==> src/rtl/isfp_pkg.sv <==
// isfp_pkg: shared types, byte codes and scaling constants for the imu serial frame parser
// no dependencies
`default_nettype none

package isfp_pkg;

  localparam int POS_W       = 4;
  localparam int FRAME_BYTES = 9;
  localparam int BIDX_W      = $clog2(FRAME_BYTES);
  localparam int N_WORDS     = 4;
  localparam int N_AXES      = 3;
  localparam int QDEPTH      = 2;
  localparam int QPTR_W      = $clog2(QDEPTH);
  localparam int QCNT_W      = $clog2(QDEPTH + 1);
  localparam int OUT_TDATA_W = 160;

  localparam logic [POS_W-1:0] POS_LAST = 4'd10;

  localparam logic [7:0] HDR_BYTE   = 8'h55;
  localparam logic [7:0] TYPE_ACCEL = 8'h51;
  localparam logic [7:0] TYPE_GYRO  = 8'h52;
  localparam logic [7:0] TYPE_ANGLE = 8'h53;
  localparam logic [7:0] TYPE_MAG   = 8'h54;

  localparam logic [4:0] MASK_ACCEL = 5'b10001;
  localparam logic [4:0] MASK_GYRO  = 5'b00010;
  localparam logic [4:0] MASK_ANGLE = 5'b00100;
  localparam logic [4:0] MASK_MAG   = 5'b01000;
  localparam logic [4:0] READY_BITS = 5'b10101;

  // accel: round(m * 313.8128) = m * 313 + floor((m * 1016 + 625) / 1250)
  localparam logic [23:0] ACC_INT      = 24'd313;
  localparam logic [24:0] ACC_FRAC_NUM = 25'd1016;
  localparam logic [24:0] ACC_HALF     = 25'd625;
  localparam logic [50:0] ACC_RECIP    = 51'd54975582;
  // temperature: floor((m * 32768 + 25) / 50)
  localparam logic [30:0] TMP_HALF     = 31'd25;
  localparam logic [62:0] TMP_RECIP    = 63'd2748779070;

  localparam logic [16:0] GYRO_SCALE  = 17'd4000;
  localparam logic [16:0] ANGLE_SCALE = 17'd360;
  localparam logic [16:0] MAG_SCALE   = 17'd65536;

  typedef enum logic [1:0] {
    KIND_ACCEL = 2'd0,
    KIND_GYRO  = 2'd1,
    KIND_ANGLE = 2'd2,
    KIND_MAG   = 2'd3
  } frame_kind_t;

  typedef struct packed {
    frame_kind_t                kind;
    logic [N_WORDS-1:0][15:0]   word;
    logic [4:0]                 mask;
    logic [31:0]                count;
  } frame_rec_t;

endpackage

`default_nettype wire

==> src/rtl/isfp_fifo.sv <==
// isfp_fifo: short frame queue between the front parser and the scaling pipeline
// depends on isfp_pkg
`default_nettype none

module isfp_fifo (
  input  wire logic                 clk,
  input  wire logic                 rst_n,
  input  wire logic                 push,
  input  wire isfp_pkg::frame_rec_t wr_data,
  input  wire logic                 pop,
  output isfp_pkg::frame_rec_t      rd_data,
  output logic                      full,
  output logic                      empty
);
  import isfp_pkg::*;

  frame_rec_t         mem_r [QDEPTH];
  logic [QPTR_W-1:0]  wr_ptr_r, wr_ptr_nxt;
  logic [QPTR_W-1:0]  rd_ptr_r, rd_ptr_nxt;
  logic [QCNT_W-1:0]  cnt_r, cnt_nxt;

  assign full    = (cnt_r == QCNT_W'(QDEPTH));
  assign empty   = (cnt_r == '0);
  assign rd_data = mem_r[rd_ptr_r];

  always_comb begin
    wr_ptr_nxt = wr_ptr_r;
    rd_ptr_nxt = rd_ptr_r;
    cnt_nxt    = cnt_r;
    if (push) begin
      wr_ptr_nxt = (wr_ptr_r == QPTR_W'(QDEPTH - 1)) ? '0 : wr_ptr_r + 1'b1;
    end
    if (pop) begin
      rd_ptr_nxt = (rd_ptr_r == QPTR_W'(QDEPTH - 1)) ? '0 : rd_ptr_r + 1'b1;
    end
    if (push && !pop) begin
      cnt_nxt = cnt_r + 1'b1;
    end else if (pop && !push) begin
      cnt_nxt = cnt_r - 1'b1;
    end
  end

  always_ff @(posedge clk) begin
    if (!rst_n) begin
      wr_ptr_r <= '0;
      rd_ptr_r <= '0;
      cnt_r    <= '0;
    end else begin
      wr_ptr_r <= wr_ptr_nxt;
      rd_ptr_r <= rd_ptr_nxt;
      cnt_r    <= cnt_nxt;
    end
  end

  always_ff @(posedge clk) begin
    if (push) begin
      mem_r[wr_ptr_r] <= wr_data;
    end
  end

  a_no_overflow: assert property (@(posedge clk) disable iff (!rst_n)
    push |-> !full)
    else $error("frame queue overflow");

  a_no_underflow: assert property (@(posedge clk) disable iff (!rst_n)
    pop |-> !empty)
    else $error("frame queue underflow");

endmodule

`default_nettype wire

==> config.mk <==
export PLATFORM = sky130hd
export DESIGN_NAME = isfp_fifo
export DESIGN_NICKNAME = d
export VERILOG_FILES = /design/src/rtl/isfp_pkg.sv /design/src/rtl/isfp_fifo.sv
export SDC_FILE = /design/constraint.sdc
export NUM_CORES = 1
export LEC_CHECK = 0
export ABC_CLOCK_PERIOD_IN_PS = 9200
export BUFFER_PORTS_ARGS = -buffer_cell sky130_fd_sc_hd__buf_2
export CORE_UTILIZATION = 52
export CTS_CLUSTER_SIZE = 30
export DETAILED_ROUTE_END_ITERATION = 8
export HOLD_SLACK_MARGIN = 0.15
export PLACE_DENSITY = 0.89
export SYNTH_ARGS = -nofsm -noshare
export SYNTH_HDL_FRONTEND = slang
export SYNTH_SLANG_ARGS = --single-unit
==> constraint.sdc <==
create_clock -name clk -period 9.2 [get_ports clk]
set_clock_uncertainty 0.05 [all_clocks]
set_input_delay 1.84 -clock clk [delete_from_list [all_inputs] [get_ports clk]]
set_output_delay 1.84 -clock clk [all_outputs]
set_load 0.02 [all_outputs]
# After elaboration in Yosys (flattened, before gate mapping)
# Memories as Yosys holds them, arrays and structs flattened. A register that Yosys moved wholly into a read port is not among the register bits.
# Cells that the tools add are included.
# word_totals
reg_bits,4
mem_bits_rw,206
input_bits,107
memories,1
# classes
n_addsub,4
eq_ne,1
muxes,8
reduce_logical,6
# mem_list
memory,words,width,read_ports,rd_ports_with_merged_regs,wr,line,rtl
mem_r,2,103,1,1,1,isfp_fifo.sv:17,frame_rec_t mem_r [QDEPTH];
# ops
operator,n
$mux 1,6
$mux 2,2
$add 1x1->1 const B,2
$add 2x1->2 const B,1
$eq 2x2->1 const B,1
$logic_and 1x1->1,2
$logic_not 1->1,2
$logic_not 2->1,1
$reduce_bool 2->1,1
$sub 2x1->2 const B,1

# Longest topological paths before layout
# Gate-level depths: netlist (run 1).
# depth
ltp_word,4
ltp_mapped,5
depth_no_buf,5

# Worst setup path after synthesis (run 1)
# No wires, ideal clock.
# synth_timing
path_type,in2reg
startpoint,input port push
endpoint,memory mem_r[0][0] (netlist name) (enable)
setup_time_ns,0.578
arrival_ns,6.351
setup_slack_ns,2.220
cell_stages,1
path_cell_list,nor2b_1
# synth_via
elab_chain_cells,2
# synth_lines
item,line,rtl
start: declaration,isfp_fifo.sv:8,"input wire logic push,"
$mux 1,isfp_fifo.sv:56,if (push) begin
$mux 1 (implied by the code),isfp_fifo.sv:57,mem_r[wr_ptr_r] <= wr_data;
end: declaration,isfp_fifo.sv:17,
# Every way passes these cells.

==> results.sh, run 1 <==
export IMPL_grt_pass1_wl_mm=19.5
export IMPL_worst_slew_pin_slew_ns=0.789
export IMPL_rows=44
export IMPL_insertion_delay_ns=0.47
export IMPL_reg2reg_to="mem_r[1][4]"
export IMPL_viasPerCell=5.09
export IMPL_synth_area_um2=7660
export IMPL_yosys_warnings=0
export IMPL_synth_most_common_cell="edfxtp_1"
export IMPL_relSlewSlack_pct=47.4
export IMPL_ios=212
export IMPL_dp_cells=730
export IMPL_cp_data_arrival_time_ns=2.56
export IMPL_ir_drop_v=0.000171
export IMPL_ys_seq_area_share_pct=82.0
export IMPL_track_usage_pct=16.9
export IMPL_power_density_nw_per_um2=226
export IMPL_fin_crit_sh_pct=48.4
export IMPL_synthTopCellsByCount="edfxtp_1 (206), mux2_2 (103), buf_6 (7)"
export IMPL_finalCriticalPeriod_ns=4.45
export IMPL_syn_area_per_cell_um2=22.4
export IMPL_dpl_hpwl_mm=8.89
export IMPL_cts_resized=0
export IMPL_setup_viol=0
export IMPL_gp_congestion=0.712
export IMPL_setup_tns_ns=0
export IMPL_synth_ff_type="edfxtp_1"
export IMPL_busiest_layer="met2"
export IMPL_met2_usage_pct=31.4
export IMPL_antenna_found_initial=0
export IMPL_reg2reg_depth=2
export IMPL_cts_tree="yes"
export IMPL_cts_root_buf="clkbuf_16"
export IMPL_netlist_top_cells_area="edfxtp_1 (81%), mux2_2 (15%), dfxtp_1 (1.3%), buf_6 (1.0%), and2_1 (0.33%)"
export IMPL_die_height_um=123
export IMPL_required_ns=7.31
export IMPL_cp_end_kind="output pin"
export IMPL_grt_util_met1_pct=19.3
export IMPL_synth_area_leader_cell="edfxtp_1"
export IMPL_async_reset_ff_share_pct=0
export IMPL_synth_enable_flop_cells=206
export IMPL_status="complete, no violations"
export IMPL_holdBufCountCts=0
export IMPL_drive_gt1_share_pct=60.2
export IMPL_hold_path_depth=2
export IMPL_min_path_type="flop to flop"
export IMPL_leakagePower_nw=3.59
export IMPL_synth_seq_cells=211
export IMPL_grt_pass1_vias=3936
export IMPL_grt_use_met3_pct=4.52
export IMPL_hp_start="cnt_r[1]"
export IMPL_hold_end="cnt_r[1]"
export IMPL_synth_fp_nets=450
export IMPL_finalHoldViolations=0
export IMPL_grt_remaining_overflow=0
export IMPL_area_growth_pct=24.2
export IMPL_die_area_um2=15200
export IMPL_clock_path_buffers=3
export IMPL_critical_path_class="flop to output pin"
export IMPL_r2r_start="wr_ptr_r"
export IMPL_first_pass_iters=4
export IMPL_total_power_mw=2.15
export IMPL_htreeDepth=1
export IMPL_path_max_fanout=52
export IMPL_yosysTopAreaCellShare_pct=80.7
export IMPL_grt_max_degree=60
export IMPL_post_cts_buffers=0
export IMPL_rrSetupSlack_ns=7.03
export IMPL_dieWidth_um=123
export IMPL_cts_buffers=21
export IMPL_ys_types=17
export IMPL_io_buffers=211
export IMPL_initial_core_util_pct=52.9
export IMPL_n_fill_cell=965
export IMPL_drc=0
export IMPL_path_clk_slew_ns=0.07
export IMPL_fin_cells=765
export IMPL_fmax_ghz=0.225
export IMPL_wl_mm=13.7
export IMPL_layout_nets=677
export IMPL_routedWlPerCell_um=17.9
export IMPL_rsz0062_at_grt="no"
export IMPL_ant_nets=0
export IMPL_num_vias=3891
export IMPL_finalMaxSlewViolations=0
export IMPL_cap_violations=0
export IMPL_syn_inst=342
export IMPL_antenna_cells=0
export IMPL_core_um2=14500
export IMPL_clock_sinks=211
export IMPL_drt_iter0_drc=280
export IMPL_start_kind="flop"
## stage by stage
step | setup WS [ns] | instance area (um2) | utilization, % | hold slack, ns
after global routing | 4.59 | 9520 | 65.8 | 0.513
after detailed placement | 5.20 | 8890 | 61.4 | 0.460
after CTS | 4.68 | 9520 | 65.8 | 0.503
after global placement | 5.23 | 8890 | 61.4 | 0.424
final | 4.75 | 9520 | 65.8 | 0.502
after floorplan | 2.22 | 7660 | - | 0.416
## sequential cells by signal, indices dropped and copies added (netlist names), named ones only
signal,count
mem_r,206
cnt_r,2
rd_ptr_r,1
wr_ptr_r,1
## placed cells by master (no fill, tap or decap)
master and count:
a21boi_1 1, and2_1 3, and2_4 1, buf_2 211, buf_4 4, bufinv_16 1
clkbuf_1 3, clkbuf_16 21, clkbuf_8 1, clkinv_1 3, clkinv_2 4, clkinv_4 1
dfxtp_1 4, dfxtp_4 1, edfxtp_1 206, ha_1 1, inv_1 1, inv_6 1
mux2_2 103, nor2_1 1, nor2b_1 2, nor2b_4 1, o21a_1 1, o21ai_0 1
or3_1 1, xnor2_1 1, xor2_1 2
## layer usage
metal  vias to the layer above  routed length (um)
li1                       1811                   -
met2                       148                7220
met1                      1917                5320
met4                         0                 145
met3                        15                 989
met5                         -                   0
## where the power goes
part / total (mW) / switching, mW / internal, mW / leakage (nW)
clock: 0.779 / 0.325 / 0.454 / 0.313
combinational: 0.238 / 0.138 / 0.0996 / 1.30
sequential: 1.13 / 0.0207 / 1.11 / 1.98
total: 2.15 / 0.484 / 1.66 / 3.59
## cells by family after synthesis
family	Yosys count	synth area share [%]
flip-flops	211	82.0
multiplexers	103	15.1
buffers and inverters	12	1.37
AND/OR/NAND/NOR	9	0.702
AO/OA/AOI/OAI	3	0.261
XOR/XNOR	3	0.343
adder cells (fa/ha/maj)	1	0.163
## worst max-delay path by stage
stage / start / end / slack [ns] / cells past startpoint
after global placement: flop / rd_data[10] / 5.23 / 3
after CTS: flop / rd_data[10] / 4.68 / 3
final: flop / rd_data[10] / 4.75 / 3
after global routing: flop / rd_data[10] / 4.59 / 3
after floorplan: push / mem_r[0][0] / 2.22 / 1
after detailed placement: flop / rd_data[10] / 5.20 / 3
## worst max-delay path, cell delays in order (launching register included)
cell and delay, ns:
dfxtp_4 0.78, buf_4 0.66, mux2_2 0.43, buf_2 0.17
## cell type report
type                    instances  area, um2  share of cell area [%]
inverters                       1       3.75                  0.0394
well taps                     184        230                    2.42
clock buffers                  25        551                    5.78
flip-flops and latches        211       6290                    66.1
repair buffers                215       1090                    11.4
multi-input cells             119       1280                    13.5
clock inverters                10       78.8                   0.828
Power figures use the tool's default switching activity.
==> run 2: changes to the inputs <==
--- a/config.mk
+++ b/config.mk
@@ -5,13 +5,13 @@
 export SDC_FILE = /design/constraint.sdc
 export NUM_CORES = 1
 export LEC_CHECK = 0
-export ABC_CLOCK_PERIOD_IN_PS = 9200
+export ABC_CLOCK_PERIOD_IN_PS = 3700
 export BUFFER_PORTS_ARGS = -buffer_cell sky130_fd_sc_hd__buf_2
-export CORE_UTILIZATION = 52
+export CORE_UTILIZATION = 47
 export CTS_CLUSTER_SIZE = 30
 export DETAILED_ROUTE_END_ITERATION = 8
 export HOLD_SLACK_MARGIN = 0.15
-export PLACE_DENSITY = 0.89
+export PLACE_DENSITY = 0.86
 export SYNTH_ARGS = -nofsm -noshare
 export SYNTH_HDL_FRONTEND = slang
 export SYNTH_SLANG_ARGS = --single-unit
==> constraint.sdc (replaced) <==
create_clock -name clk -period 3.7 [get_ports clk]
set_clock_uncertainty 0.05 [all_clocks]
set_input_delay 0.74 -clock clk [delete_from_list [all_inputs] [get_ports clk]]
set_output_delay 0.74 -clock clk [all_outputs]
set_load 0.02 [all_outputs]
==> run 2 against run 1 <==
Final area grew 2.5%. Clock-buffer cell count shrank 1. Global-route usage shrank 0.68 points. Combinational power grew to 2.6 times the previous value. First-iteration DRC count shrank 17%. Critical path type unchanged. Critical endpoint is now rd_data[5]. Largest cell class unchanged.
==> results.sh, run 2 (synthesis results as in run 1) <==
export IMPL_status="complete, no violations"
export IMPL_die_height_um=130
export IMPL_num_vias=3990
export IMPL_wl_mm=14.1
export IMPL_cp_data_arrival_time_ns=1.95
export IMPL_critical_path_class="flop to output pin"
export IMPL_layout_nets=680
export IMPL_fin_crit_sh_pct=73.9
export IMPL_design_area_um2=9760
export IMPL_htreeDepth=1
export IMPL_antenna_found_initial=0
export IMPL_setup_tns_ns=0
export IMPL_reg2reg_to="mem_r[1][20]"
export IMPL_worst_slew_pin_slew_ns=0.584
export IMPL_finalHoldViolations=0
export IMPL_routedWlPerCell_um=17.6
export IMPL_clock_path_buffers=3
export IMPL_core_um2=15900
export IMPL_post_cts_buffers=0
export IMPL_crit_path_max_incr_delay_ns=0.52
export IMPL_power_density_nw_per_um2=583
export IMPL_cap_violations=0
export IMPL_layout_common_cells="buf_2 (211), edfxtp_1 (206), mux2_2 (103)"
export IMPL_die_area_um2=16800
export IMPL_required_ns=2.91
export IMPL_grt_remaining_overflow=0
export IMPL_rrSetupSlack_ns=2.06
export IMPL_regMostFlops="mem_r"
export IMPL_setup_ws_ns=0.964
export IMPL_p_int_mw=4.43
export IMPL_area_growth_pct=27.3
export IMPL_r2r_start="wr_ptr_r"
export IMPL_setup_viol=0
export IMPL_relSlewSlack_pct=61.0
export IMPL_fmax_ghz=0.365
export IMPL_rsz0062_at_grt="no"
export IMPL_largest_reg_flops=206
export IMPL_initial_core_util_pct=48.2
export IMPL_cpMaxStageDelayCell="dfxtp_4"
export IMPL_dieWidth_um=130
export IMPL_path_clk_slew_ns=0.06
export IMPL_pre_cts_slack_ns=1.44
export IMPL_cts_root_buf="clkbuf_16"
export IMPL_placed_area_um2=8980
export IMPL_crit_path_cell_trace="buf_4 -> mux2_2 -> buf_2"
export IMPL_rows=46
export IMPL_holdBufCountCts=0
export IMPL_min_path_type="input port to flop"
export IMPL_final_common_cell="buf_2"
export IMPL_grt_pass1_vias=4265
export IMPL_gp_congestion=0.722
export IMPL_viasPerCell=4.96
export IMPL_grt_max_degree=105
export IMPL_power_switching_mw=1.26
export IMPL_combPwrFrac_pct=10.8
export IMPL_cts_tree="yes"
export IMPL_drc=0
export IMPL_start_kind="flop"
export IMPL_critPathCapture="rd_data[5]"
export IMPL_dpl_hpwl_mm=9.40
export IMPL_seq_power_share_pct=49.2
export IMPL_drive_gt1_share_pct=60.9
export IMPL_ios=212
export IMPL_reg2reg_depth=2
export IMPL_clock_sinks=211
export IMPL_grt_pass1_wl_mm=20.8
export IMPL_finalCriticalPeriod_ns=2.74
export IMPL_drt_iter0_drc=232
export IMPL_clkPwrFrac_pct=39.9
export IMPL_postLayoutCoreUtil_pct=61.4
export IMPL_first_pass_iters=4
export IMPL_switching_share_pct=22.1
export IMPL_cts_resized=0
export IMPL_cp_end_kind="output pin"
export IMPL_total_power_mw=5.69
export IMPL_io_buffers=211
export IMPL_leakagePower_nw=3.65
export IMPL_reg_largest_list="mem_r x206, cnt_r x2"
export IMPL_ant_nets=0
export IMPL_path_max_fanout=26
export IMPL_cts_buffers=22
export IMPL_insertion_delay_ns=0.47
export IMPL_finalMaxSlewViolations=0
export IMPL_ir_drop_v=0.000448
export IMPL_track_usage_pct=16.2
==> run 2: changes by cell type in the layout (fill, tap and decap cells not counted), sizes merged <==
cell | before | now
buf | 215 | 217
bufinv | 1 | 4
clkbuf | 25 | 24
clkinv | 8 | 6
clkinvlp | 0 | 5
diode | 0 | 1
==> run 2: worst min-delay path by stage <==
stage	start	to	slack (ns)	depth (start not counted)
floorplan	cnt_r[1]	cnt_r[1]	0.42	2
global placement	cnt_r[1]	cnt_r[1]	0.43	2
detailed placement	cnt_r[1]	cnt_r[1]	0.50	2
CTS	wr_data[78]	mem_r[0][78]	0.36	1
global route	wr_data[15]	mem_r[1][15]	0.36	1
finish	wr_data[15]	mem_r[0][15]	0.39	1
==> run 2: cell type report <==
type                    count  area (um2)
flip-flops and latches    211        6290
fillers                  1187        6130
multi-input cells         119        1280
repair buffers            217        1140
clock buffers              24         579
well taps                 216         270
clock inverters            16         191
inverters                   1        3.75
diodes                      1        2.50
==> run 2: worst max-delay path, delay by kind of cell (launching register included) <==
kind | cells | cell delay (ns)
buffers and inverters | 2 | 0.55
flip-flops | 1 | 0.52
multiplexers | 1 | 0.39
==> run 2: metrics by stage <==
step / cells / hold slack (ns)
2_1_floorplan: 342 / 0.416
3_3_place_gp: 764 / 0.429
3_5_place_dp: 764 / 0.496
4_1_cts: 804 / 0.361
5_1_grt: 804 / 0.362
6_report: 805 / 0.387
==> run 2: power groups by stage <==
stage | Clock, mW | Sequential (mW) | Combinational (mW)
detailed placement | 0 | 2.85 | 0.621
floorplan | 0 | 2.84 | 0.407
finish | 2.27 | 2.80 | 0.617
global route | 2.41 | 2.82 | 0.658
global placement | 0 | 2.85 | 0.601
CTS | 2.32 | 2.81 | 0.626
==> run 2: routing by layer <==
layer  up-vias  part of all wire, %  track usage (%)  routed length [um]
met5         -                    0                0                   0
met4         0                  1.9             5.81                 272
met3        28                  6.7             4.14                 954
met2       160                   53             30.1                7530
met1      1978                   38             18.0                5390
li1       1824                    -                -                   -
