**config.mk**
```make
export PLATFORM = sky130hd
export DESIGN_NAME = isfp_front
export DESIGN_NICKNAME = d
export VERILOG_FILES = /design/src/rtl/isfp_pkg.sv /design/src/rtl/isfp_front.sv
export SDC_FILE = /design/constraint.sdc
export NUM_CORES = 1
export LEC_CHECK = 0
export BUFFER_PORTS_ARGS = -buffer_cell sky130_fd_sc_hd__buf_2
export CORE_ASPECT_RATIO = 1.25
export CORE_MARGIN = 4
export CORE_UTILIZATION = 55
export DETAILED_ROUTE_END_ITERATION = 12
export PLACE_DENSITY = 0.78
export SYNTH_ARGS = -nofsm -noshare
export SYNTH_HDL_FRONTEND = slang
export SYNTH_SLANG_ARGS = --single-unit
```
**constraint.sdc**
```tcl
create_clock -name clk -period 2.6 [get_ports clk]
set_input_delay 0.13 -clock clk [delete_from_list [all_inputs] [get_ports clk]]
set_output_delay 0.13 -clock clk [all_outputs]
set_load 0.05 [all_outputs]
```
**src/rtl/isfp_pkg.sv**
```systemverilog
// isfp_pkg: shared types, byte codes and scaling constants for the imu serial frame parser
// no dependencies
`default_nettype none

package isfp_pkg;

  localparam int POS_W       = 4;
  localparam int FRAME_BYTES = 9;
  localparam int BIDX_W      = $clog2(FRAME_BYTES);
  localparam int N_WORDS     = 4;
  localparam int N_AXES      = 3;
  localparam int QDEPTH      = 2;
  localparam int QPTR_W      = $clog2(QDEPTH);
  localparam int QCNT_W      = $clog2(QDEPTH + 1);
  localparam int OUT_TDATA_W = 160;

  localparam logic [POS_W-1:0] POS_LAST = 4'd10;

  localparam logic [7:0] HDR_BYTE   = 8'h55;
  localparam logic [7:0] TYPE_ACCEL = 8'h51;
  localparam logic [7:0] TYPE_GYRO  = 8'h52;
  localparam logic [7:0] TYPE_ANGLE = 8'h53;
  localparam logic [7:0] TYPE_MAG   = 8'h54;

  localparam logic [4:0] MASK_ACCEL = 5'b10001;
  localparam logic [4:0] MASK_GYRO  = 5'b00010;
  localparam logic [4:0] MASK_ANGLE = 5'b00100;
  localparam logic [4:0] MASK_MAG   = 5'b01000;
  localparam logic [4:0] READY_BITS = 5'b10101;

  // accel: round(m * 313.8128) = m * 313 + floor((m * 1016 + 625) / 1250)
  localparam logic [23:0] ACC_INT      = 24'd313;
  localparam logic [24:0] ACC_FRAC_NUM = 25'd1016;
  localparam logic [24:0] ACC_HALF     = 25'd625;
  localparam logic [50:0] ACC_RECIP    = 51'd54975582;
  // temperature: floor((m * 32768 + 25) / 50)
  localparam logic [30:0] TMP_HALF     = 31'd25;
  localparam logic [62:0] TMP_RECIP    = 63'd2748779070;

  localparam logic [16:0] GYRO_SCALE  = 17'd4000;
  localparam logic [16:0] ANGLE_SCALE = 17'd360;
  localparam logic [16:0] MAG_SCALE   = 17'd65536;

  typedef enum logic [1:0] {
    KIND_ACCEL = 2'd0,
    KIND_GYRO  = 2'd1,
    KIND_ANGLE = 2'd2,
    KIND_MAG   = 2'd3
  } frame_kind_t;

  typedef struct packed {
    frame_kind_t                kind;
    logic [N_WORDS-1:0][15:0]   word;
    logic [4:0]                 mask;
    logic [31:0]                count;
  } frame_rec_t;

endpackage

`default_nettype wire

```
**src/rtl/isfp_front.sv**
```systemverilog
// isfp_front: header hunt, byte collection and checksum check, one byte per cycle on fire
// depends on isfp_pkg; pushes decoded good frames into isfp_fifo
`default_nettype none

module isfp_front (
  input  wire logic               clk,
  input  wire logic               rst_n,
  input  wire logic               fire,
  input  wire logic [7:0]         in_byte,
  output logic                    push,
  output isfp_pkg::frame_rec_t    rec
);
  import isfp_pkg::*;

  logic [POS_W-1:0]  pos_r, pos_nxt;
  logic [7:0]        sum_r, sum_nxt;
  logic [4:0]        mask_r, mask_nxt;
  logic [31:0]       cnt_r, cnt_nxt;
  logic [7:0]        bytes_r [FRAME_BYTES];
  logic              wr_en;
  logic [BIDX_W-1:0] wr_idx;
  logic              known;
  frame_kind_t       kind;
  logic [4:0]        kind_bits;

  assign wr_idx = BIDX_W'(pos_r - 4'd1);

  always_comb begin
    known     = 1'b1;
    kind      = KIND_ACCEL;
    kind_bits = MASK_ACCEL;
    case (bytes_r[0])
      TYPE_ACCEL: begin
        kind      = KIND_ACCEL;
        kind_bits = MASK_ACCEL;
      end
      TYPE_GYRO: begin
        kind      = KIND_GYRO;
        kind_bits = MASK_GYRO;
      end
      TYPE_ANGLE: begin
        kind      = KIND_ANGLE;
        kind_bits = MASK_ANGLE;
      end
      TYPE_MAG: begin
        kind      = KIND_MAG;
        kind_bits = MASK_MAG;
      end
      default: begin
        known     = 1'b0;
        kind_bits = '0;
      end
    endcase
  end

  always_comb begin
    pos_nxt  = pos_r;
    sum_nxt  = sum_r;
    mask_nxt = mask_r;
    cnt_nxt  = cnt_r;
    wr_en    = 1'b0;
    push     = 1'b0;
    if (fire) begin
      if (pos_r == '0 || pos_r > POS_LAST) begin
        pos_nxt = '0;
        if (in_byte == HDR_BYTE) begin
          sum_nxt = HDR_BYTE;
          pos_nxt = 4'd1;
        end
      end else if (pos_r < POS_LAST) begin
        wr_en   = 1'b1;
        sum_nxt = sum_r + in_byte;
        pos_nxt = pos_r + 4'd1;
      end else begin
        pos_nxt = '0;
        if (sum_r == in_byte) begin
          cnt_nxt = cnt_r + 32'd1;
          if (known) begin
            mask_nxt = mask_r | kind_bits;
            push     = 1'b1;
          end
        end
      end
    end
  end

  always_comb begin
    rec.kind  = kind;
    for (int i = 0; i < N_WORDS; i++) begin
      rec.word[i] = {bytes_r[2 + 2 * i], bytes_r[1 + 2 * i]};
    end
    rec.mask  = mask_r | kind_bits;
    rec.count = cnt_r + 32'd1;
  end

  always_ff @(posedge clk) begin
    if (!rst_n) begin
      pos_r  <= '0;
      sum_r  <= '0;
      mask_r <= '0;
      cnt_r  <= '0;
    end else begin
      pos_r  <= pos_nxt;
      sum_r  <= sum_nxt;
      mask_r <= mask_nxt;
      cnt_r  <= cnt_nxt;
    end
  end

  always_ff @(posedge clk) begin
    if (wr_en) begin
      bytes_r[wr_idx] <= in_byte;
    end
  end

  a_pos_range: assert property (@(posedge clk) disable iff (!rst_n)
    pos_r <= POS_LAST)
    else $error("byte position out of range");

  a_push_at_end: assert property (@(posedge clk) disable iff (!rst_n)
    push |-> (pos_r == POS_LAST && sum_r == in_byte))
    else $error("frame pushed away from a good checksum byte");

endmodule

`default_nettype wire

```
-- After elaboration in Yosys (flattened, before gate mapping)
Memory sizes are Yosys's and may differ from the RTL's.
Cells that the tools add are included.
- muxes and demuxes: 19
- equal/unequal tests: 7
- shifts and indexed selects: 0
- $mul: 0
- add/sub/neg operators: 4
- bitwise operators: 3
- order comparisons: 2
- reductions and logical operators: 7
- divide/modulo/power cells: 0
- operator list (operator ; count):
    8-bit by 7-bit equality test with 1-bit output, second input constant ; 5
    32-bit by 1-bit adder with 32-bit output, second input constant ; 1
    8-bit 2-to-1 mux ; 3
    5-bit case mux with 4 select lines ; 1
    1-bit 2-to-1 mux ; 12
    8-bit adder ; 1
    8-bit equality test ; 1
    4-bit 2-to-1 mux ; 2
    2-bit case mux with 3 select lines ; 1
    5-bit bitwise OR ; 1
    5-bit AND reduction ; 1
    4-bit by 1-bit adder with 4-bit output, second input constant ; 1
    4-bit greater-than comparator, second input constant ; 1
    4-bit logical NOT ; 1
    4-bit < comparator, second input constant ; 1
    4-bit AND reduction ; 1
    4-bit OR reduction ; 1
    4-bit by 1-bit subtractor with 4-bit output, second input constant ; 1
    3-bit AND reduction ; 1
    2-bit by 1-bit inequality test with 1-bit output, second input constant ; 1
    1-bit inverter ; 2
    2-bit nonzero test ; 1
    1-bit logical OR ; 1
- word-level logic and storage cells: 47
- memories: 1
- output and inout port bits: 104
- input port bits: 11
- latch bits: 0
- ROM bits: 0
- register bits: 49
- RAM bits: 72
- memory list (memory ; depth ; bits a word ; rd ports ; clocked after Yosys merged registers in ; write ports ; RTL line ; RTL):
    bytes_r ; 9 ; 8 ; 9 ; 0 ; 1 ; isfp_front.sv:19 ; logic [7:0] bytes_r [FRAME_BYTES];

-- Depth between registers and ports, before layout
Gate-level depths: netlist of run 1.
An unclocked memory read counts as a cell.
- depth after elaboration: 9
- gate-level depth with buffers: 9
- gate-level depth less buffers: 7

-- Worst setup path before layout of run 1
Ideal clock, no wire load.
- path kind: flip-flop to output port
- start point: register sum_r[1]
- end point: output port push
- arrival: 2.391 ns
- stages on the path, launching flop included: 8
- path slack: 0.079 ns
- buffers on the path: 2
- data required time: 2.470 ns
- cell sequence: dfxtp_1 > ha_1 > nor4b_1 > and4_1 > buf_2 > buf_2 > nand3_1 > a21oi_1
- word-level cells in the longest chain between the ends: 5
- RTL lines (element ; RTL line ; RTL):
    start: declaration ; isfp_front.sv:16 ; logic [7:0] sum_r, sum_nxt;
    start signal: assignment ; isfp_front.sv:104 ; sum_r <= sum_nxt;
    8-bit equality test ; isfp_front.sv:76 ; if (sum_r == in_byte) begin
    1-bit 2-to-1 mux ; isfp_front.sv:76 ;
    1-bit 2-to-1 mux ; isfp_front.sv:70 ; end else if (pos_r < POS_LAST) begin
    1-bit 2-to-1 mux ; isfp_front.sv:64 ; if (pos_r == '0 || pos_r > POS_LAST) begin
    1-bit 2-to-1 mux ; isfp_front.sv:63 ; if (fire) begin
    end: declaration ; isfp_front.sv:10 ; output logic push,
Every way passes these cells.

==> results.txt, run 1 <==
Required @ worst endpoint = 2.47 ns
Synthesized flop and latch total = 121
CTS tree = done
Initial Utilization = 56.5%
Seq pwr share = 44.0%
Relative slew slack = 57.5%
Crit path buffers/inverters = 2
Combinational Power Share = 1.9%
Pint = 3.68 mW
Clk root buf = clkbuf_16
Hold Path Class = primary input to register
Top Family by Delay on Critical Path = simple AND/OR/NAND/NOR gates
Filler cell count = 647
Non-filler instance count after layout = 752
Worst path max stage delay = 0.44 ns
Avg Cell Area, Syn = 11.4 µm²
Worst path arrival time = 2.38 ns
CTS buffer count = 17
Port bufs = 114
Clock share of power = 54.1%
First-pass GRT wire length = 20,500 µm
Power per cell area = 666 mW/mm²
I/O pin count = 115
Reg2reg start = pos_r[1]
Worst skew pair latency = 0.41 ns
Final ANT Viol Nets = 0
Largest family of logic cells by synthesized area = simple AND/OR/NAND/NOR gates
Initial antenna violation count = 0
Final Wtd Congestion = 0.900
# DRC = 0
Drt first pass iters = 5
Die Ht = 119 µm
Placed cell count = 714
Setup TNS = 0 ns
Vias per inst = 5.57
Skew final = 0.0126 ns
Tcrit/Tclk final = 96.6%
Chip width = 97.1 µm
Minimum clock period = 2.51 ns
Worst Tran Pin Value = 0.636 ns
Largest net degree at the start of global routing = 22
MaxCap Viol Count = 0
Diode count = 0
First DRT Iteration DRCs = 246
Leak = 2.82 nW
Sequential cell area = 0.00315 mm²
Distinct cells, synth = 52
Peak supply drop = 0.578 mV
Crit Path Max Fanout = 4
FMAX = 398 MHz
Commonest non-fill, non-tap cell in the layout = buf_2
Vias post-DR = 4,186
CP endpoint kind = output pin
Complex-gate fraction of the synthesized area = 7.29%
Overflow left after global routing = 0
Setup WS pre-CTS = 0.243 ns
Clock transition at path regs = 0.06 ns
Multiplexer share of the synthesized area = 0.780%
Worst hold start = fire
Fraction of layout cells with a size suffix above 1 = 30.4%
Synth Area in Simple Gates = 19.0%
Area of the multi-input gates = 0.00219 mm²
Final setup violating endpoints = 0
CTS Buffer Depth = 2
H-tree Lvls = 4
Outcome = completed
Mapped Cells = 478
Drt total wl = 12,600 µm
Vias in the first global route = 4,117
Pwr Total = 4.61 mW
Sink Count = 121
Synth warnings = 0
Critical Path Slowest Stage Cell = or3_4
Die area = 0.0116 mm²
Final Net Count = 638
Fin worst setup slack = 0.0875 ns
Commonest non-fill, non-tap cells in the layout = buf_2, edfxtp_1, nor2_1, dfxtp_1, xor2_1
Psw = 0.932 mW
Number of synthesized flops with an enable pin = 72
CP cell instances = nand4_1 -> or3_4 -> nor4_4 -> buf_4 -> nand2b_1 -> xnor2_1 -> clkbuf_4
Total Routing Usage GR = 22.4%
Synth Net Count = 503
Seq/Total Area, Yosys = 57.6%
HPWL after DPL = 8750 µm
Site Rows = 40
Endpoints failing hold = 0
Max Slew Vio Count = 0
Layout overhead on the synthesized area = 27.0%
CP startpoint kind = register
Ys async rst share = 0%
CP startpoint = cnt_r[3]
Critical path class = register to output pin
XOR/XNOR Fraction of Synth Area = 9.63%
Cell area after synthesis = 0.00546 mm²
Ys flop type = edfxtp_1
Core area = 0.00966 mm²
Wirelength per Cell = 16.8 µm
Adder-Cell Fraction of Synth Area = 3.35%
Sw frac = 20.2%
## cell families after synthesis
logic type | after synthesis
and+or+nand+nor | 187
muxes | 4
AOI/OAI and AO/OA | 62
xor gates and xnor gates | 60
buffers and inverters | 30
DFF | 121
adders and majority gates | 14
## path summary, 6_finish.rpt
check                           cells after the start  slack, ns             to
worst max-delay path                                7       0.09        rec[31]
worst min-delay path                                2       0.03       pos_r[3]
worst max register to register                      5       0.17  bytes_r[8][5]
worst min register to register                      2       0.47      mask_r[1]
## final cells by class
class,count,area share [%]
Inverter,10,0.542
Sequential cell,121,45.4
Clock buffer,17,6.14
Multi-Input combinational cell,327,31.6
Timing Repair Buffer,136,10.8
Clock inverter,15,3.13
Tap cell,126,2.28
## metal layers
metal,vias up,track usage [%],routed length [µm]
li1,2002,-,-
met1,2007,25.2,4900
met2,159,41.2,6830
met3,18,5.04,698
met4,0,7.90,213
met5,-,0,0
## power by group through the flow
stage               combinational (mW)  clock, mW  sequential [mW]
detailed placement              0.0884          0             2.07
global route                    0.0972       2.63             2.03
CTS                             0.0898       2.53             2.03
floorplan                       0.0355          0             2.07
global placement                0.0851          0             2.07
finish                          0.0888       2.50             2.03
## synthesized netlist by cell type (3+ instances only)
library cell / count / share of area (%)
edfxtp_1: 72 / 40
dfxtp_1: 49 / 18
nor2_1: 47 / 3.2
xor2_1: 32 / 5.1
nand2_1: 30 / 2.1
xnor2_1: 28 / 4.5
nand3_1: 22 / 2.0
a21oi_1: 18 / 1.7
and3_1: 17 / 1.9
nand4_1: 17 / 1.9
ha_1: 13 / 3.0
o21ai_0: 12 / 1.1
clkbuf_1: 11 / 0.76
inv_1: 10 / 0.69
buf_2: 7 / 0.64
or3_1: 7 / 0.80
or2_2: 6 / 0.69
nand2b_1: 5 / 0.57
o211ai_1: 5 / 0.69
and2_1: 4 / 0.46
and4_1: 4 / 0.64
nor2b_1: 4 / 0.46
nor4b_1: 4 / 0.64
o21a_1: 4 / 0.55
a211oi_1: 3 / 0.41
a21o_1: 3 / 0.41
a2bb2oi_1: 3 / 0.48
nor3_1: 3 / 0.28
o21ai_1: 3 / 0.28
o21bai_1: 3 / 0.41
## registers in the layout, summed over array words and instances (netlist names)
name     count
bytes_r     72
cnt_r       32
mask_r       5
pos_r        4
sum_r        8
## repair_timing
action                                  CTS  global route
hold endpoints to repair                  1             0
endpoints found under the setup margin    6            12
buffers inserted                          2             3
hold buffers                              1             0
gates resized for setup                   0            12
pin swaps                                 2             3
## metrics by stage
step           instance area, µm²  hold slack, ns  util, %
5_1_grt                      6930          0.0396     71.7
2_1_floorplan                5460           0.229        -
6_report                     6930          0.0350     71.7
4_1_cts                      6880          0.0235     71.2
3_3_place_gp                 6210           0.408     64.3
3_5_place_dp                 6210           0.417     64.3
(Power assumes the default switching activity.)
==> run 2: changes to the inputs <==
--- a/config.mk
+++ b/config.mk
@@ -10,7 +10,9 @@
 export CORE_MARGIN = 4
 export CORE_UTILIZATION = 55
 export DETAILED_ROUTE_END_ITERATION = 12
+export MAX_ROUTING_LAYER = met4
 export PLACE_DENSITY = 0.78
+export SKIP_CTS_REPAIR_TIMING = 1
 export SYNTH_ARGS = -nofsm -noshare
 export SYNTH_HDL_FRONTEND = slang
 export SYNTH_SLANG_ARGS = --single-unit
==> constraint.sdc (replaced) <==
create_clock -name clk -period 2.8 [get_ports clk]
set_input_delay 0.14 -clock clk [delete_from_list [all_inputs] [get_ports clk]]
set_output_delay 0.14 -clock clk [all_outputs]
set_load 0.05 [all_outputs]
==> results.txt, run 2 (synthesis gave the netlist of run 1 again) <==
Initial Utilization = 56.5%
Vias in the first global route = 4,205
Core area = 0.00966 mm²
Crit Path Max Fanout = 12
Unrepaired setup endpoints after global routing = no
Top reg by flops = bytes_r
Filler cell count = 709
Tcrit/Tclk final = 93.3%
Drt total wl = 12,900 µm
Final Wtd Congestion = 0.857
Final core utilization = 70.2%
Clock transition at path regs = 0.05 ns
Worst hold stages = 2
Leak = 2.73 nW
Relative slew slack = 53.1%
WP depth = 8
First-pass GRT wire length = 21,100 µm
Critical path class = register to output pin
Final ANT Viol Nets = 0
Final setup violating endpoints = 0
Critical Path Slowest Stage Cell = dfxtp_1
Commonest non-fill, non-tap cells in the layout = buf_2, edfxtp_1, dfxtp_1, nor2_1, xor2_1
CP endpoint kind = output pin
Site Rows = 40
Worst path max stage delay = 0.36 ns
I/O pin count = 115
Die area = 0.0116 mm²
Port bufs = 114
Setup slack, reg-to-reg = 0.27 ns
Fraction of layout cells with a size suffix above 1 = 28.5%
CTS buffer count = 17
Vias per inst = 5.62
Max reg flops = 72
Commonest non-fill, non-tap cell in the layout = buf_2
Worst Tran Pin Value = 0.703 ns
Setup WS pre-CTS = 0.370 ns
Required @ worst endpoint = 2.66 ns
FMAX = 383 MHz
Min Hold Slack = 0.0697 ns
Chip width = 97.1 µm
Initial antenna violation count = 0
Layout overhead on the synthesized area = 24.4%
R2R depth = 6
Hold Path Class = primary input to register
Worst path arrival time = 2.47 ns
First DRT Iteration DRCs = 247
# DRC = 0
MaxCap Viol Count = 0
Outcome = completed
CTS Buffer Depth = 2
Crit path buffers/inverters = 3
Fin worst setup slack = 0.187 ns
Wirelength per Cell = 17.4 µm
CP cell instances = inv_1 -> ha_2 -> and4b_1 -> and4_1 -> buf_4 -> nand3_1 -> a21oi_1 -> clkbuf_4
Sink Count = 121
Setup TNS = 0 ns
Worst skew pair latency = 0.41 ns
Vias post-DR = 4,163
H-tree Lvls = 4
Endpoints failing hold = 0
CTS tree = done
HPWL after DPL = 8910 µm
Power per cell area = 611 mW/mm²
Placed cell count = 707
Die Ht = 119 µm
Largest regs = bytes_r x72, cnt_r x32, sum_r x8
Top Family by Delay on Critical Path = simple AND/OR/NAND/NOR gates
CP startpoint kind = register
Largest net degree at the start of global routing = 25
Non-filler instance count after layout = 741
Max Slew Vio Count = 0
Clk root buf = clkbuf_16
Drt first pass iters = 5
Final Net Count = 627
Total Routing Usage GR = 23.7%
Skew final = 0.00637 ns
Minimum clock period = 2.61 ns
Overflow left after global routing = 0
Peak supply drop = 0.408 mV
Diode count = 0
run 2: power breakdown:
part	internal, mW	leakage (nW)	switching [mW]
logic	0.0234	1.41	0.0574
clock network	1.40	0.279	0.781
registers	1.88	1.04	0.000422
run 2: path summary, 6_finish.rpt:
kind             start             to
min reg2reg  mask_r[0]      mask_r[0]
min               fire       pos_r[3]
max           pos_r[0]           push
max reg2reg   pos_r[0]  bytes_r[0][4]
run 2: area by class of cell:
cell class                 count  area, µm²  area share, %
timing repair buffer         125        656           9.66
inverter                      10       37.5          0.553
clock buffer                  17        425           6.27
multi-input combinational    327       2190           32.3
tap                          126        158           2.32
sequential                   121       3140           46.3
clock inverter                15        176           2.60
run 2: stage by stage:
stage | area, µm² | power [mW]
6_report | 6780 | 4.14
5_1_grt | 6780 | 4.26
4_1_cts | 6760 | 4.16
3_5_place_dp | 6160 | 2.00
3_3_place_gp | 6160 | 2.00
2_1_floorplan | 5460 | 1.95
run 2: metal layers:
| layer | part of all wire [%] | global-route usage, % | routed length, µm |
|---|---|---|---|
| met5 | 0 | - | 0 |
| met3 | 6.3 | 6.15 | 816 |
| met2 | 53 | 41.3 | 6830 |
| met1 | 38 | 25.8 | 4840 |
| met4 | 3.0 | 9.31 | 383 |
